$ cat src/hdl/rcuf_pkg.sv
// types and constants for the row/column union-find stone counter
// no dependencies
`timescale 1ns / 1ps
`default_nettype none

package rcuf_pkg;

  localparam int COORD_W = 8;
  localparam int COUNT_W = 16;
  localparam int EPOCH_W = 8;

  typedef struct packed {
    logic               first;
    logic [COORD_W-1:0] row;
    logic [COORD_W-1:0] col;
  } in_t;

  typedef struct packed {
    logic [COUNT_W-1:0] moves;
    logic               saturated;
  } out_t;

  // counter events from the forest walker
  typedef struct packed {
    logic clear;
    logic stone;
    logic comp_inc;
    logic comp_dec;
    logic finish;
  } cnt_ev_t;

endpackage

`default_nettype wire

$ cat src/hdl/rcuf_walker.sv
// forest walker: root search, path compression, linking and epoch sweep
// depends on rcuf_pkg; drives the parent ram in the top level
`timescale 1ns / 1ps
`default_nettype none

module rcuf_walker #(
  parameter int COORD_RANGE = 256,
  localparam int NODES = 2 * COORD_RANGE,
  localparam int NODE_W = $clog2(NODES),
  localparam int MEM_W = rcuf_pkg::EPOCH_W + NODE_W
) (
  input  wire logic                clk,
  input  wire logic                rst,
  input  wire logic                accept,
  input  wire logic                first,
  input  wire logic [NODE_W-1:0]   row_node,
  input  wire logic [NODE_W-1:0]   col_node,
  output      logic                busy,
  output      rcuf_pkg::cnt_ev_t   ev,
  output      logic                mem_we,
  output      logic [NODE_W-1:0]   mem_waddr,
  output      logic [MEM_W-1:0]    mem_wdata,
  output      logic [NODE_W-1:0]   mem_raddr,
  input  wire logic [MEM_W-1:0]    mem_rdata
);

  localparam logic [2:0] S_IDLE  = 3'd0;
  localparam logic [2:0] S_CLEAR = 3'd1;
  localparam logic [2:0] S_BEGIN = 3'd2;
  localparam logic [2:0] S_FIRST = 3'd3;
  localparam logic [2:0] S_WALK  = 3'd4;
  localparam logic [2:0] S_COMP  = 3'd5;
  localparam logic [2:0] S_FIN   = 3'd6;
  localparam logic [2:0] S_OUT   = 3'd7;

  localparam logic [NODE_W-1:0] LAST_NODE = NODE_W'(NODES - 1);
  localparam logic [rcuf_pkg::EPOCH_W-1:0] EPOCH_ONE = rcuf_pkg::EPOCH_W'(1);

  logic [2:0]                   state, state_next;
  logic [NODE_W-1:0]            clr_addr, clr_addr_next;
  logic                         resume, resume_next;
  logic [rcuf_pkg::EPOCH_W-1:0] epoch, epoch_next;
  logic [NODE_W-1:0]            row_q, row_q_next;
  logic [NODE_W-1:0]            col_q, col_q_next;
  logic                         sel, sel_next;
  logic [NODE_W-1:0]            start_q, start_q_next;
  logic [NODE_W-1:0]            cur, cur_next;
  logic [NODE_W-1:0]            top, top_next;
  logic [NODE_W-1:0]            ra, ra_next;

  logic [rcuf_pkg::EPOCH_W-1:0] rd_tag;
  logic [NODE_W-1:0]            rd_par;
  logic                         found;
  logic [NODE_W-1:0]            root;

  assign rd_tag = mem_rdata[MEM_W-1 -: rcuf_pkg::EPOCH_W];
  assign rd_par = mem_rdata[NODE_W-1:0];
  assign busy   = (state != S_IDLE);

  always_comb begin
    state_next    = state;
    clr_addr_next = clr_addr;
    resume_next   = resume;
    epoch_next    = epoch;
    row_q_next    = row_q;
    col_q_next    = col_q;
    sel_next      = sel;
    start_q_next  = start_q;
    cur_next      = cur;
    top_next      = top;
    ra_next       = ra;
    mem_we        = 1'b0;
    mem_waddr     = cur;
    mem_wdata     = {epoch, top};
    mem_raddr     = cur;
    ev            = '0;
    found         = 1'b0;
    root          = cur;

    unique case (state)
      S_IDLE: begin
        if (accept) begin
          row_q_next = row_node;
          col_q_next = col_node;
          ev.clear   = first;
          if (first && (epoch == '1)) begin
            state_next    = S_CLEAR;
            clr_addr_next = '0;
            resume_next   = 1'b1;
          end else begin
            if (first) begin
              epoch_next = epoch + EPOCH_ONE;
            end
            state_next = S_BEGIN;
          end
        end
      end
      S_CLEAR: begin
        mem_we    = 1'b1;
        mem_waddr = clr_addr;
        mem_wdata = '0;
        if (clr_addr == LAST_NODE) begin
          epoch_next  = EPOCH_ONE;
          resume_next = 1'b0;
          state_next  = resume ? S_BEGIN : S_IDLE;
        end else begin
          clr_addr_next = clr_addr + NODE_W'(1);
        end
      end
      S_BEGIN: begin
        ev.stone     = 1'b1;
        sel_next     = 1'b0;
        start_q_next = row_q;
        cur_next     = row_q;
        mem_raddr    = row_q;
        state_next   = S_FIRST;
      end
      S_FIRST: begin
        if (rd_tag != epoch) begin
          // new node becomes its own root
          mem_we      = 1'b1;
          mem_waddr   = start_q;
          mem_wdata   = {epoch, start_q};
          ev.comp_inc = 1'b1;
          found       = 1'b1;
          root        = start_q;
        end else if (rd_par == cur) begin
          found = 1'b1;
          root  = cur;
        end else begin
          cur_next   = rd_par;
          mem_raddr  = rd_par;
          state_next = S_WALK;
        end
      end
      S_WALK: begin
        if (rd_par == cur) begin
          top_next   = cur;
          cur_next   = start_q;
          mem_raddr  = start_q;
          state_next = S_COMP;
        end else begin
          cur_next  = rd_par;
          mem_raddr = rd_par;
        end
      end
      S_COMP: begin
        if (cur == top) begin
          found = 1'b1;
          root  = top;
        end else begin
          mem_we    = 1'b1;
          mem_waddr = cur;
          mem_wdata = {epoch, top};
          cur_next  = rd_par;
          mem_raddr = rd_par;
        end
      end
      S_FIN: begin
        if (ra != top) begin
          mem_we      = 1'b1;
          mem_waddr   = ra;
          mem_wdata   = {epoch, top};
          ev.comp_dec = 1'b1;
        end
        state_next = S_OUT;
      end
      S_OUT: begin
        ev.finish  = 1'b1;
        state_next = S_IDLE;
      end
      default: begin
        state_next = S_IDLE;
      end
    endcase

    if (found) begin
      if (!sel) begin
        ra_next      = root;
        sel_next     = 1'b1;
        start_q_next = col_q;
        cur_next     = col_q;
        mem_raddr    = col_q;
        state_next   = S_FIRST;
      end else begin
        top_next   = root;
        state_next = S_FIN;
      end
    end
  end

  always_ff @(posedge clk) begin
    if (rst) begin
      state    <= S_CLEAR;
      clr_addr <= '0;
      resume   <= 1'b0;
      epoch    <= EPOCH_ONE;
    end else begin
      state    <= state_next;
      clr_addr <= clr_addr_next;
      resume   <= resume_next;
      epoch    <= epoch_next;
    end
    row_q   <= row_q_next;
    col_q   <= col_q_next;
    sel     <= sel_next;
    start_q <= start_q_next;
    cur     <= cur_next;
    top     <= top_next;
    ra      <= ra_next;
  end

endmodule

`default_nettype wire

$ cat config.mk
export PLATFORM = sky130hd
export DESIGN_NAME = rcuf_walker
export DESIGN_NICKNAME = d
export VERILOG_FILES = /design/src/hdl/rcuf_pkg.sv /design/src/hdl/rcuf_walker.sv
export SDC_FILE = /design/constraint.sdc
export NUM_CORES = 1
export LEC_CHECK = 0
export ABC_CLOCK_PERIOD_IN_PS = 3780
export CAP_MARGIN = 20
export CORE_UTILIZATION = 40
export CTS_CLUSTER_DIAMETER = 100
export DETAILED_ROUTE_END_ITERATION = 10
export DONT_BUFFER_PORTS = 1
export GPL_TIMING_DRIVEN = 1
export PLACE_DENSITY_LB_ADDON = 0.1
export SLEW_MARGIN = 25
export SYNTH_ARGS = -nofsm -noshare
export SYNTH_HDL_FRONTEND = slang
export SYNTH_SLANG_ARGS = --single-unit
$ cat constraint.sdc
create_clock -name clk -period 3.78 [get_ports clk]
set_clock_uncertainty 0.15 [all_clocks]
set_input_delay 0.945 -clock clk [delete_from_list [all_inputs] [get_ports clk]]
set_output_delay 0.945 -clock clk [all_outputs]
set_load 0.01 [all_outputs]
==> results.toml, run 1 <==
[outcome]
status = "completed"

[routing]
drt_iter0_markers = 185
totalWireLength_um = 13800
firstDrtPassIters = 4
vias = 3968
ant_nets = 0
drc = 0
viasPerCell = 5.91
wl_per_cell_um = 20.6

[synthesis]
synth-edff-count = 27
ys_seq_area_share_pct = 39.1
synth_cell_types = 60
yosys_warnings = 0
synth_top_area_cell = "dfxtp_1"
synth_common_cells = "nand2_1, dfxtp_1, nor2_1"
netlist.area_leader.share_pct = 21.4
syn_area_per_cell_um2 = 9.24
synth_cells = 496
ys_async_sr_fraction_pct = 0
ys_seq_elements = 76
syn-cell-area_um2 = 4580
post-synth-top-count-cell = "nand2_1"
synth_nets = 538
ys_top_cells_by_area = "dfxtp_1, edfxtp_1, nand2_1"
ys.flop_type = "dfxtp_1"

[die]
coreArea_um2 = 11000
num_rows = 38
die_y_um = 109
ios = 81
start_util_pct = 41.7
die_x_um = 109
die-area_um2 = 11900

[sta]
final-hold-violation-count = 0
tightest_slew_ps = 752
rsz0062_at_grt = "true"
slew_headroom_pct = 49.8
max_clock_freq_mhz = 268
finalCritPeriodShare_pct = 98.8
maxSlewViolCount = 0
period_minus_slack_ps = 3730
finalSetupViolations = 0

[clocking]
cts_max_level = 3
cts_buffers = 9
insertion_delay_ps = 350
clk_pin_slew_ps = 60
clock_path_buffers = 2
cts_root_buf = "clkbuf_16"
cts_sinks = 76
cts_tree = "built"

[job]
cap_violations = 0

[min_path]
holdPathStages = 2
hold_class = "flip-flop to flip-flop"

[cells_and_area]
multi_input_area_um2 = 2700
stdcell_area_um2 = 5510
final_nets = 568
layout-drive-gt1-share_pct = 24.1
diodes = 0
register_area_um2 = 1790
area_delta_synth_final_pct = 20.3
fillers = 1009

[critical_path]
critical_path_class = "input pin to output pin"
arrival_ps = 2640
setup.worst_path.start_class = "input pin"
end_kind = "output pin"
r2r_cells = 10
crit_required_ps = 2680
path_max_fanout = 5

[global_routing]
grt_remaining_overflow = 0
grt_pass1_vias = 3829
grt_max_degree = 29
grt_pass1_wl_um = 20900
antenna_found_initial = 0
grtUsageTotal_pct = 23.9

[power]
ir_drop_v = 0.000387
p_per_area_nw_per_um2 = 787
p_total_mw = 4.34
leakage_nw = 2.16

[placed_design]
place_hpwl_um = 10100
io_buffers = 0
place_area_um2 = 4970
gp_congestion = 0.887
cells by family (layout without fill, tap and decap cells):
logic type | after synthesis | in the layout | share of synthesized area [%]
xor gates and xnor gates | 48 | 48 | 9.18
and+or+nand+nor | 179 | 179 | 19.8
DFF | 76 | 76 | 39.1
muxes | 21 | 21 | 5.11
AOI/OAI and AO/OA | 122 | 122 | 21.4
buffers and inverters | 47 | 82 | 4.64
adders and majority gates | 3 | 3 | 0.820
cell type report:
type,instances,share of cell area [%]
Sequential cell,76,32.5
Multi-Input combinational cell,373,48.9
Clock buffer,11,4.41
Timing Repair Buffer,55,9.06
Inverter,11,0.749
Clock inverter,5,1.11
Tap cell,140,3.18
critical path, cell delays in order:
cell	delay, ps
xor2_2	140
or3_4	410
buf_6	140
nor4_4	130
buf_4	160
o31ai_4	70
buf_6	140
buf_6	110
clkbuf_16	140
o32a_1	250
through the flow:
step | setup WS [ps] | utilization, % | hold slack, ps | setup TNS (ps) | instances
6_report | 45.0 | 50.2 | 310 | 0 | 671
5_1_grt | -27.6 | 50.2 | 335 | -62.3 | 671
3_3_place_gp | 16.6 | 45.2 | 291 | 0 | 647
2_1_floorplan | 82.0 | - | 280 | 0 | 496
4_1_cts | -1.35 | 48.2 | 316 | -1.35 | 664
3_5_place_dp | -24.2 | 45.2 | 308 | -59.5 | 647
path summary, 6_finish.rpt:
kind / from / slack (ps) / to
worst max-delay path: mem_rdata[1] / 50 / mem_raddr[2]
worst min-delay path: resume$_SDFFE_PP0P_ / 310 / resume$_SDFFE_PP0P_
worst max register to register: cur[1]$_DFF_P_ / 980 / ra[0]$_DFFE_PP_
worst min register to register: resume$_SDFFE_PP0P_ / 310 / resume$_SDFFE_PP0P_
sequential cells by signal (all words and copies together) (netlist names):
signal	count
clr_addr	9
col_q	9
cur	9
ra	9
row_q	9
start_q	9
top	9
epoch	8
state	3
resume	1
sel	1
report_power, final:
group          switching [mW]  internal [mW]  total, mW
registers               0.331           1.08       1.42
logic                    1.12          0.912       2.03
clock network           0.359          0.532      0.891
timing repair:
item,CTS,global route
pin swaps,2,12
endpoints found under the setup margin,5,18
hold buffers,0,0
gates cloned,0,2
endpoints found under the hold margin,0,0
setup buffers,1,6
resized for setup,3,27
layout by cell type (no fill, tap or decap), types with 3 or more instances in the layout:
cell / n
a21boi_0: 6
a21o_1: 7
a21oi_1: 13
a221o_1: 9
a22o_1: 25
a22o_2: 7
a311oi_1: 3
a31o_2: 4
a31oi_1: 10
and2_1: 7
buf_4: 44
buf_6: 7
clkbuf_16: 11
clkinvlp_4: 3
dfxtp_1: 48
edfxtp_1: 27
ha_1: 3
inv_1: 10
mux2_2: 18
nand2_1: 58
nand2b_1: 5
nand3_1: 11
nand4_1: 8
nor2_1: 48
nor2b_1: 9
nor3_1: 8
nor4_4: 5
o21ai_0: 4
o32a_1: 8
or2_2: 3
or3_1: 3
xnor2_1: 25
xor2_1: 20
xor2_2: 3
per-layer routing:
| layer | routed length [um] | track usage, % |
|---|---|---|
| met2 | 6800 | 39.6 |
| met5 | 0 | 0 |
| met1 | 5980 | 29.8 |
| met3 | 832 | 5.92 |
| met4 | 228 | 9.17 |
Power figures use the tool's default switching activity.
==> run 2: changes to the inputs <==
Settings changed: CTS_BUF_LIST set to sky130_fd_sc_hd__clkbuf_4.
==> run 2 against run 1 <==
Global-route usage is 0.067 points higher. Non-clock buffer count grew 8. Total power decreased by 7.8%. Sequential share of layout area grew 0.79 points. Sequential cell count stayed put. Utilization fell by 0.57 points. Cell count is 1.3% higher. Final area fell by 1.1%. Critical endpoint unchanged. Die area is the same. Register-to-register slack about the same. Critical path type unchanged. Sequential power is essentially flat. Critical path depth is 3 lower.
==> results.toml, run 2 (synthesized netlist as in run 1, its figures left out) <==
[outcome]
status = "completed"

[cells_and_area]
final_nets = 577
layout_commonest_cell = "nand2_1"
register_area_um2 = 1820
diodes = 0
area_delta_synth_final_pct = 18.9
fillers = 1020
multi_input_area_um2 = 2690
most-common-layout-cells = "nand2_1, buf_4, nor2_1"
layout-drive-gt1-share_pct = 28.1

[power]
leakage_nw = 2.14
ir_drop_v = 0.000390
p_per_area_nw_per_um2 = 734
p_total_mw = 4.00

[global_routing]
grt_max_degree = 29
grtUsageTotal_pct = 24.0
grt_remaining_overflow = 0
grt_pass1_vias = 3784
antenna_found_initial = 0
grt_pass1_wl_um = 20900

[clocking]
cts_tree = "built"
cts_max_level = 3
cts_root_buf = "clkbuf_4"
cts_buffers = 9
clk_pin_slew_ps = 120
cts_sinks = 76
clock_path_buffers = 2
cts_hold_buf = 0
insertion_delay_ps = 470

[routing]
wl_met3_um = 758
wl_per_cell_um = 20.6
firstDrtPassIters = 5
m1WireLength_um = 6160
ant_nets = 0
totalWireLength_um = 14000
vias = 4026
drc = 0
dr_wl_met2_um = 6850
viasPerCell = 5.92
routed.top_layer = "met4"
drt_iter0_markers = 223

[die]
die-area_um2 = 11900
die_y_um = 109
coreArea_um2 = 11000
num_rows = 38
start_util_pct = 41.7
die_x_um = 109
ios = 81

[critical_path]
setup.worst_path.start_class = "input pin"
path_max_fanout = 5
arrival_ps = 2650
path_cells = "xor2_1 -> or3_4 -> nor3_2 -> o21ai_2 -> buf_4 -> a22o_2 -> o32a_1"
slowest_stage = "or3_4"
end_kind = "output pin"
crit_required_ps = 2680
critical_path_class = "input pin to output pin"
critPathMaxStageDelay_ps = 410

[sta]
slew_headroom_pct = 49.2
whs_ps = 318
worst_slack_ps = 33.7
finalSetupTns_ps = 0
finalCritPeriodShare_pct = 99.1
maxSlewViolCount = 0
final-hold-violation-count = 0
rsz0062_at_grt = "true"
period_minus_slack_ps = 3750
finalSetupViolations = 0
max_clock_freq_mhz = 267
tightest_slew_ps = 761

[placed_design]
gp_congestion = 0.887
io_buffers = 0
place_hpwl_um = 10100
place_ws_ps = -24.2

[job]
cap_violations = 0

[min_path]
hold_class = "flip-flop to flip-flop"
[run 2: cell type report]
type	instances	share of cell area, %
clock buffers	10	1.38
clock inverters	6	1.19
inverters	11	0.827
multi-input cells	373	49.4
flip-flops and latches	76	33.3
well taps	140	3.22
repair buffers	63	10.6
repair inverters	1	0.0919
[run 2: timing repair]
action	4_1_cts	5_1_grt
pin swaps	4	12
cloned	0	4
setup buffers	1	12
setup endpoints to repair	17	18
resized for setup	16	33
[run 2: stage by stage]
| stage | cell area, um2 | std cells | utilization [%] |
|---|---|---|---|
| floorplan | 4580 | 496 | - |
| global placement | 4970 | 647 | 45.2 |
| detailed placement | 4970 | 647 | 45.2 |
| CTS | 5160 | 664 | 47.0 |
| global route | 5450 | 680 | 49.6 |
| finish | 5450 | 680 | 49.6 |
[run 2: where the power goes]
part	leakage [nW]	total, mW	switching (mW)	internal (mW)
clock	0.0667	0.528	0.319	0.208
sequential	0.655	1.41	0.321	1.09
combinational	1.42	2.06	1.13	0.926
total	2.14	4.00	1.77	2.23
[run 2: critical path: cells and delay by family]
family,cells,cell delay [ps]
xor gates and xnor gates,1,140
buffers and inverters,1,170
AOI/OAI and AO/OA,3,720
and+or+nand+nor,2,660
[run 2: worst paths after layout]
kind	startpoint	end	slack, ps	depth (start not counted)
setup / recovery	mem_rdata[5]	mem_raddr[2]	30	7
hold / removal	resume$_SDFFE_PP0P_	resume$_SDFFE_PP0P_	320	2
setup reg to reg	cur[7]$_DFF_P_	ra[0]$_DFFE_PP_	990	10
hold reg to reg	resume$_SDFFE_PP0P_	resume$_SDFFE_PP0P_	320	2
[run 2: metal layers]
metal	vias to the layer above	track usage [%]
met1	1978	30.2
met4	0	10.1
met5	-	0
met2	140	39.8
li1	1889	-
met3	19	4.72
