$ cat src/hdl/rcuf_ram.sv
// generic simple dual-port ram, one write and one registered read port
// no dependencies
`timescale 1ns / 1ps
`default_nettype none

module rcuf_ram #(
  parameter int WIDTH = 8,
  parameter int DEPTH = 16
) (
  input  wire logic                     clk,
  input  wire logic                     we,
  input  wire logic [$clog2(DEPTH)-1:0] waddr,
  input  wire logic [WIDTH-1:0]         wdata,
  input  wire logic [$clog2(DEPTH)-1:0] raddr,
  output      logic [WIDTH-1:0]         rdata
);

  logic [WIDTH-1:0] mem [DEPTH];

  always_ff @(posedge clk) begin
    if (we) begin
      mem[waddr] <= wdata;
    end
    rdata <= mem[raddr];
  end

endmodule

`default_nettype wire

$ cat config.mk
export PLATFORM = sky130hd
export DESIGN_NAME = rcuf_ram
export DESIGN_NICKNAME = d
export VERILOG_FILES = /design/src/hdl/rcuf_ram.sv
export SDC_FILE = /design/constraint.sdc
export NUM_CORES = 1
export LEC_CHECK = 0
export CELL_PAD_IN_SITES_DETAIL_PLACEMENT = 1
export CELL_PAD_IN_SITES_GLOBAL_PLACEMENT = 1
export CORE_UTILIZATION = 35
export DETAILED_ROUTE_END_ITERATION = 8
export DONT_BUFFER_PORTS = 1
export PLACE_DENSITY = 0.54
export SYNTH_ARGS = -nofsm -noshare
export SYNTH_HDL_FRONTEND = slang
export SYNTH_SLANG_ARGS = --single-unit
$ cat constraint.sdc
create_clock -name clk -period 3.4 [get_ports clk]
set_clock_uncertainty 0.05 [all_clocks]
set_input_delay 0.68 -clock clk [delete_from_list [all_inputs] [get_ports clk]]
set_output_delay 0.68 -clock clk [all_outputs]
set_load 0.02 [all_outputs]
==> results of run 1 <==
-- state kept, by name, summed over array words and instances (netlist names) --
| register | flops |
|---|---|
| mem | 128 |
| rdata | 8 |
-- how the worst max path moves through the flow --
stage              from                  end  slack, ps  depth (start not counted)
6_report       waddr[2]  mem[1][1]$_DFFE_PP_       1650                          2
2_1_floorplan  waddr[2]  mem[0][0]$_DFFE_PP_       1180                          2
3_3_place_gp   waddr[2]  mem[1][0]$_DFFE_PP_       1240                          2
5_1_grt        waddr[2]  mem[1][1]$_DFFE_PP_       1610                          2
3_5_place_dp   waddr[2]  mem[1][1]$_DFFE_PP_       1190                          2
4_1_cts        waddr[2]  mem[1][2]$_DFFE_PP_       1640                          2
-- per-stage QoR --
stage	power (mW)	cell area, um2	hold slack [ps]	std cells
after global placement	2.04	5340	600	406
final	3.97	5970	304	438
after floorplan	2.03	5150	579	229
after CTS	4.01	5970	283	438
after global routing	4.09	5970	275	438
after detailed placement	2.04	5340	617	406
-- report_power, final --
| group | leakage (nW) | total (mW) | switching (mW) | internal [mW] |
|---|---|---|---|---|
| clock | 0.305 | 1.97 | 0.676 | 1.29 |
| sequential | 1.22 | 1.90 | 0.0254 | 1.88 |
| combinational | 0.407 | 0.103 | 0.0489 | 0.0544 |
-- cell families (layout without fill, tap and decap cells) --
logic type | Yosys count | after routing
buf+inv | 10 | 39
compound gates | 16 | 16
mux | 32 | 32
simple gates | 35 | 35
flops | 136 | 136
-- area by class of cell --
type                            instances  area share (%)
Tap cell                              180            3.77
Sequential cell                       136            67.0
Multi-Input combinational cell         83            17.7
Timing Repair Buffer                    7           0.880
Clock buffer                           18            7.18
Clock inverter                         14            3.44
-- routing by layer --
layer,vias to the layer above,wire (um),GRT usage [%]
met1,1236,4930,21.3
li1,1010,-,-
met4,0,108,4.74
met3,10,564,6.27
met5,-,0,0
met2,57,5560,26.5
-- cell usage after synthesis --
master / n / share of area [%]
buf_4: 1 / 0.15
nand3_1: 1 / 0.097
nor2b_1: 1 / 0.12
nand3b_1: 2 / 0.29
mux4_2: 18 / 7.9
nor3_1: 4 / 0.39
nand2b_1: 2 / 0.24
mux4_1: 14 / 7.1
clkdlybuf4s25_2: 3 / 0.58
dfxtp_1: 8 / 3.1
a22oi_1: 16 / 2.3
and2_1: 1 / 0.12
nor2_1: 13 / 0.95
buf_2: 3 / 0.29
buf_6: 3 / 0.66
edfxtp_1: 128 / 75
and2b_1: 1 / 0.15
nand2_1: 9 / 0.66
or3b_2: 1 / 0.17
==> impl_metrics.ini, run 1 <==
[yosys]
synth_compound_area_share_pct = 2.33
synth-seq-cells = 136
synthSimpleGateAreaFrac_pct = 3.18
synth_xor_area_share_pct = 0
avgSynthCellArea_um2 = 22.5
yosys.area_share.adder_pct = 0
yosysSeqAreaShare_pct = 77.8
synth_top_family_by_area = multiplexers
syn_area_mm2 = 0.00515
syn_nets = 247
yosysWarnings = 0
synth.area.mux_share_pct = 15.0
yosysUniqueCellTypes = 19
synth_cells = 229

[finish]
area_growth_pct = 16.0
nets = 263
multiInputGateArea_mm2 = 0.00106
drive_gt1_share_pct = 21.3
diodes = 0
final_common_cell = edfxtp_1
regArea_mm2 = 0.00400
final_cell_mix = 128 x edfxtp_1, 18 x mux4_2, 17 x clkbuf_16
num-fill-cells = 1333
post-route-util_pct = 42.4

[drt]
ant_nets = 0
drt_iter0_drc = 215
dr.pass1.iters = 4
wl_um = 11200
avgViaCountPerCell = 5.28
vias = 2313
drc = 0
wire_per_inst_um = 25.5

[cts]
cts_resized = 0
cts_tree = yes
ctsHoldBuffers = 0
clk_pin_slew_ps = 60
clock_path_buffers = 2
worstSkewPairLatency_ps = 420
cts_setup_buffers = 0
htreeDepth = 4
cts-root-buf = clkbuf_16
cts_buffers = 17
cts.sinks = 136

[timing]
finalMaxSlewViolations = 0
min_period_ps = 1750
hold_viol = 0
relSlewSlack_pct = 40.3
worstMarginPinSlew_ps = 893
finalSetupViolCount = 0
fin_ws_ps = 1650
max_freq_ghz = 0.571
finalCritPeriodShare_pct = 51.5
finalSetupTns_ps = 0
rsz0062_at_grt = false

[worst_hold_path]
hold_class = in2reg
hold_depth = 0
min_to = mem[14][2]$_DFFE_PP_
hp-start = wdata[2]

[worst_setup_path]
critical_path_class = in2reg
path_cells = or3b_2 > nor2_1
crit_family = simple AND/OR/NAND/NOR gates
cp_num_buf_inv = 0
r2r_cells = 3
cp-start-kind = input port
ff2ff_setup_slack_ps = 1850
cp.required_ps = 3400
cp.arrival_ps = 1750
r2r_start = mem[2][5]$_DFFE_PP_
rr_endpoint = rdata[5]$_DFF_P_
crit_path_max_fanout = 8
cpPeakStageDelay_ps = 550
worstSetupEndpointType = flop
slowest_stage = nor2_1

[place]
dp_hpwl_um = 7030
port_buffers = 0
pre_cts_slack_ps = 1190
gp_congestion = 0.762

[die]
die_y_um = 123
num_rows = 43
core_mm2 = 0.0141
die_w_um = 123
start_util_pct = 36.5
num_io_pins = 26
dieArea_mm2 = 0.0152

[power_and_ir_drop]
p_per_area_mw_per_mm2 = 665
power.leakage_nw = 1.94
peakVddDrop_v = 0.000358

[global_routing]
antenna_found_initial = 0
grt_max_degree = 33
grt_usage_pct = 16.7
grt_pass1_vias = 2504
grt_pass1_wl_um = 16500
gr-total-overflow = 0

[outcome]
outcome = finished, final reports clean

[flow_run]
drv_cap = 0
No activity file was read; power rests on OpenSTA's default activity.
==> run 2: changes to the inputs <==
--- a/config.mk
+++ b/config.mk
@@ -5,12 +5,13 @@
 export SDC_FILE = /design/constraint.sdc
 export NUM_CORES = 1
 export LEC_CHECK = 0
+export ABC_AREA = 1
 export CELL_PAD_IN_SITES_DETAIL_PLACEMENT = 1
 export CELL_PAD_IN_SITES_GLOBAL_PLACEMENT = 1
 export CORE_UTILIZATION = 35
 export DETAILED_ROUTE_END_ITERATION = 8
 export DONT_BUFFER_PORTS = 1
-export PLACE_DENSITY = 0.54
+export PLACE_DENSITY = 0.58
 export SYNTH_ARGS = -nofsm -noshare
 export SYNTH_HDL_FRONTEND = slang
 export SYNTH_SLANG_ARGS = --single-unit
==> constraint.sdc (replaced) <==
create_clock -name clk -period 1.65 [get_ports clk]
set_clock_uncertainty 0.05 [all_clocks]
set_input_delay 0.33 -clock clk [delete_from_list [all_inputs] [get_ports clk]]
set_output_delay 0.33 -clock clk [all_outputs]
set_load 0.02 [all_outputs]
==> run 2 against run 1 <==
Critical path depth down 1. Via count up 61%. Count of clock-buffer cells in the layout down 1. Routed wire length up 33%. Die area up 12%. Utilization down 0.14 points. Synthesized cell count up 140%. Largest power group unchanged.
==> impl_metrics.ini, run 2 <==
[global_routing]
gr-total-overflow = 0
grt_max_degree = 66
antenna_found_initial = 1
grt_usage_pct = 19.6
grt_pass1_wl_um = 23300
grt_pass1_vias = 3891

[worst_setup_path]
cp.required_ps = 1710
r2r_start = mem[5][0]$_DFFE_PP_
path_cells = dlygate4sd3_1
crit_family = buffers and inverters
rr_endpoint = rdata[0]$_DFF_P_
slowest_stage = dlygate4sd3_1
cp.arrival_ps = 1400
ff2ff_setup_slack_ps = 510
cp_num_buf_inv = 1
cpPeakStageDelay_ps = 1070
crit_start = wdata[0]
r2r_cells = 6
crit_path_max_fanout = 16
worstSetupEndpointType = flop
critical_path_class = in2reg
cp-start-kind = input port

[place]
dpl_cell_area_mm2 = 0.00605
dp_hpwl_um = 9140
gp_congestion = 0.737
port_buffers = 0

[yosys]
yosysSeqAreaShare_pct = 69.4
yosys.cell_count.top_type = nand2_1
yosysWarnings = 0
synth_area_leaders = edfxtp_1 67%, nand2_1 11%, nand3_1 8.4%, inv_1 6.5%, dfxtp_1 2.8%
syn_nets = 569
synthTopCellsByCount = 173 x nand2_1, 128 x edfxtp_1, 100 x inv_1
ys_async_sr_fraction_pct = 0
yosysTopAreaCellShare_pct = 66.7
synth-seq-cells = 136
avgSynthCellArea_um2 = 10.5
yosysUniqueCellTypes = 12
synth_area_leader_cell = edfxtp_1
synth_flop_cell = edfxtp_1
syn_area_mm2 = 0.00577
synth_edf_count = 128
synth_cells = 551

[finish]
finalInstanceArea_mm2 = 0.00676
regMostFlops = mem
final_cell_mix = 173 x nand2_1, 128 x edfxtp_1, 100 x inv_1
nets = 592
largestRegisters = mem x128, rdata x8
drive_gt1_share_pct = 8.69
post-route-util_pct = 42.2
diodes = 0
final_common_cell = nand2_1
area_growth_pct = 17.2
largest_reg_flops = 128

[timing]
relSlewSlack_pct = 45.6
finalMaxSlewViolations = 0
rsz0062_at_grt = false
worstMarginPinSlew_ps = 814
finalSetupViolCount = 0
finalSetupTns_ps = 0
max_freq_ghz = 0.741
min_period_ps = 1350
finalCritPeriodShare_pct = 81.8
hold_viol = 0

[die]
core_mm2 = 0.0160
die_y_um = 130
dieArea_mm2 = 0.0170
start_util_pct = 36.0
die_w_um = 130
num_rows = 46
num_io_pins = 26

[cts]
clk_pin_slew_ps = 60
cts_buffers = 17
cts.sinks = 136
worstSkewPairLatency_ps = 410
clock_path_buffers = 2
cts_tree = yes
cts_resized = 0
cts-root-buf = clkbuf_16
htreeDepth = 4

[drt]
dr.pass1.iters = 4
avgViaCountPerCell = 4.63
wl_um = 14800
drc = 0
drt_iter0_drc = 188
vias = 3717
wire_per_inst_um = 18.4
ant_nets = 0

[power_and_ir_drop]
power.leakage_nw = 2.87
p_per_area_mw_per_mm2 = 1240
peakVddDrop_v = 0.000712
power_mw = 8.39

[flow_run]
drv_cap = 0

[outcome]
outcome = finished, final reports clean

[worst_hold_path]
hp-start = raddr[3]
hold_depth = 2
min_to = rdata[0]$_DFF_P_
hold_class = in2reg
run 2: cell types whose count changed after synthesis, sizes merged, moves of 2 or more:
cell / delta
nand3: +96
inv: +102
a22oi: -16
nor2: +4
nand2b: -2
clkdlybuf4s25: -3
buf: +17
nand2: +164
nor3: -4
mux4: -32
run 2: cells by family (layout without fill, tap and decap cells):
| group | Yosys count | count (layout) | synth area share (%) |
|---|---|---|---|
| buffers and inverters | 126 | 162 | 9.52 |
| AND/OR/NAND/NOR | 289 | 289 | 21.0 |
| flip-flops | 136 | 136 | 69.4 |
run 2: final cells by class:
type / instances / area, um2
clock buffers: 17 / 425
clock inverters: 15 / 206
fillers: 1825 / 9240
inverters: 102 / 383
multi-input cells: 289 / 1210
flip-flops and latches: 136 / 4000
well taps: 216 / 270
repair buffers: 28 / 255
run 2: where the power goes:
group / switching, mW / internal (mW)
clock: 1.42 / 2.66
sequential: 0.0577 / 3.86
combinational: 0.273 / 0.125
run 2: through the flow:
step	setup WS (ps)	hold WS, ps	instances
after detailed placement	271	380	763
after global routing	216	50.3	803
after floorplan	319	379	551
after CTS	261	3.82	803
after global placement	294	380	763
final	300	26.1	803
run 2: worst max path at each step:
stage	depth (start not counted)	slack (ps)	endpoint
floorplan	2	320	mem[10][0]$_DFFE_PP_
global placement	7	290	rdata[7]$_DFF_P_
detailed placement	7	270	rdata[7]$_DFF_P_
CTS	1	260	mem[8][0]$_DFFE_PP_
global route	1	220	mem[8][0]$_DFFE_PP_
finish	1	300	mem[15][0]$_DFFE_PP_
run 2: timing repair:
| item | CTS | global route |
|---|---|---|
| hold buffers | 8 | 0 |
| hold endpoints to repair | 128 | 0 |
| buffers inserted | 0 | 0 |
run 2: routing by layer:
metal | up-vias | GRT usage [%] | share of wire (%)
met1 | 1807 | 25.9 | 45
met5 | - | 0 | 0.088
met2 | 74 | 31.5 | 48
met3 | 14 | 4.31 | 5.1
met4 | 2 | 7.57 | 1.4
li1 | 1820 | - | -
==> run 3: changes to the inputs <==
==> constraint.sdc (replaced) <==
create_clock -name clk -period 1.3 [get_ports clk]
set_clock_uncertainty 0.05 [all_clocks]
set_input_delay 0.26 -clock clk [delete_from_list [all_inputs] [get_ports clk]]
set_output_delay 0.26 -clock clk [all_outputs]
set_load 0.02 [all_outputs]
==> run 3 against run 2 <==
Sequential power is 27% higher. Utilization shrank 0.22 points. Combinational power rose by 26%. The flow now finishes with violations (hold timing). Total power up 19%. First-iteration DRC count is 8.0% higher. Largest power group is now sequential cells. Global-route usage is essentially flat. Routed wire length grew 4.3%. Design area decreased by 0.52%.
==> impl_metrics.ini, run 3 (same netlist as run 2, synthesis figures left out) <==
[finish]
diodes = 0
final_cell_mix = 173 x nand2_1, 128 x edfxtp_1, 100 x inv_1
nets = 593
regArea_mm2 = 0.00400
multiInputGateArea_mm2 = 0.00121
largestRegisters = mem x128, rdata x8
largest_reg_flops = 128
final_common_cell = nand2_1
area_growth_pct = 16.6
regMostFlops = mem
drive_gt1_share_pct = 8.84
num-fill-cells = 1812

[power_and_ir_drop]
p_per_area_mw_per_mm2 = 1490
power.leakage_nw = 2.86
peakVddDrop_v = 0.000892
power_mw = 10.0

[worst_setup_path]
rr_endpoint = rdata[3]$_DFF_P_
slowest_stage = dlygate4sd3_1
cp.required_ps = 1350
cp.arrival_ps = 1330
r2r_start = mem[11][3]$_DFFE_PP_
cp_num_buf_inv = 1
setup.worst_path.end = mem[14][1]$_DFFE_PP_
r2r_cells = 6
ff2ff_setup_slack_ps = 210
worstSetupEndpointType = flop
crit_start = wdata[1]
path_cells = dlygate4sd3_1
crit_family = buffers and inverters
worst-path-stages = 1
crit_path_max_fanout = 16
critical_path_class = in2reg
cp-start-kind = input port
cpPeakStageDelay_ps = 1060

[place]
dp_hpwl_um = 9540
gp_congestion = 0.744
port_buffers = 0

[drt]
dr.pass1.iters = 4
vias = 3782
ant_nets = 0
drc = 0
wl_um = 15400
drt_iter0_drc = 203
wire_per_inst_um = 19.2
avgViaCountPerCell = 4.70

[cts]
clock_path_buffers = 2
cts_setup_buffers = 0
worstSkewPairLatency_ps = 420
cts_buffers = 17
cts.sinks = 136
cts_tree = yes
clk_pin_slew_ps = 60
htreeDepth = 4
cts-root-buf = clkbuf_16

[worst_hold_path]
hold_class = in2reg

[die]
die_w_um = 130
num_rows = 46
start_util_pct = 36.0
die_y_um = 130
dieArea_mm2 = 0.0170
core_mm2 = 0.0160
num_io_pins = 26

[timing]
worstMarginPinSlew_ps = 827
finalSetupTns_ps = 0
finalMaxSlewViolations = 0
finalSetupViolCount = 0
max_freq_ghz = 0.787
relSlewSlack_pct = 44.8
hold_viol = 48
min_period_ps = 1270
fin_hold_ws_ps = -115
rsz0062_at_grt = false
finalCritPeriodShare_pct = 97.8

[global_routing]
grt_max_degree = 66
grt_usage_pct = 19.6
antenna_found_initial = 0
gr-total-overflow = 0
grt_pass1_vias = 4022
grt_pass1_wl_um = 23100

[outcome]
failed_checks = hold timing
outcome = finished with violations

[flow_run]
drv_cap = 0
[run 3: changes by cell type in the layout (fill, tap and decap cells not counted), moves of 2 or more]
| cell | previous run | this run |
|---|---|---|
| clkbuf_1 | 0 | 3 |
| bufinv_16 | 5 | 1 |
| clkbuf_8 | 0 | 4 |
| clkinv_1 | 3 | 0 |
| buf_12 | 2 | 4 |
[run 3: routing by layer]
layer	GRT usage (%)	wire length [um]	share of wire [%]
met1	25.1	7030	46
met2	32.4	7510	49
met3	4.88	606	3.9
met4	6.63	283	1.8
met5	0	0	0
[run 3: final cells by class]
type | count | area share (%)
inverter | 102 | 5.70
clock inverter | 8 | 1.04
timing repair buffer | 29 | 4.32
multi-input combinational | 289 | 18.1
clock buffer | 24 | 7.31
tap | 216 | 4.02
sequential | 136 | 59.6
[run 3: what timing repair did]
action	4_1_cts	5_1_grt
hold endpoints to repair	134	49
hold buffers	7	1
resized for setup	0	1
endpoints found under the setup margin	0	16
[run 3: metrics by stage]
| step | hold WS, ps | instances | instance area, um2 | setup WS [ps] | utilization, % |
|---|---|---|---|---|---|
| detailed placement | 310 | 764 | 6080 | 33.7 | 38.0 |
| floorplan | 309 | 551 | 5770 | 39.2 | - |
| finish | -115 | 804 | 6720 | 29.0 | 42.0 |
| CTS | -128 | 803 | 6710 | 0.736 | 41.9 |
| global route | -132 | 804 | 6720 | 19.0 | 42.0 |
| global placement | 310 | 764 | 6080 | 46.0 | 38.0 |
[run 3: how the worst min path moves through the flow]
stage | slack (ps) | depth (start not counted) | from | end
after floorplan | 310 | 0 | wdata[0] | mem[0][0]$_DFFE_PP_
after global placement | 310 | 0 | wdata[1] | mem[3][1]$_DFFE_PP_
after detailed placement | 310 | 0 | wdata[2] | mem[9][2]$_DFFE_PP_
after CTS | -130 | 0 | wdata[3] | mem[10][3]$_DFFE_PP_
after global routing | -130 | 0 | wdata[3] | mem[10][3]$_DFFE_PP_
final | -110 | 0 | wdata[3] | mem[10][3]$_DFFE_PP_
[run 3: report_power, final]
part | switching, mW | leakage [nW] | internal, mW | total, mW
logic | 0.331 | 1.36 | 0.169 | 0.501
clock network | 1.72 | 0.276 | 2.81 | 4.53
registers | 0.0700 | 1.22 | 4.91 | 4.98
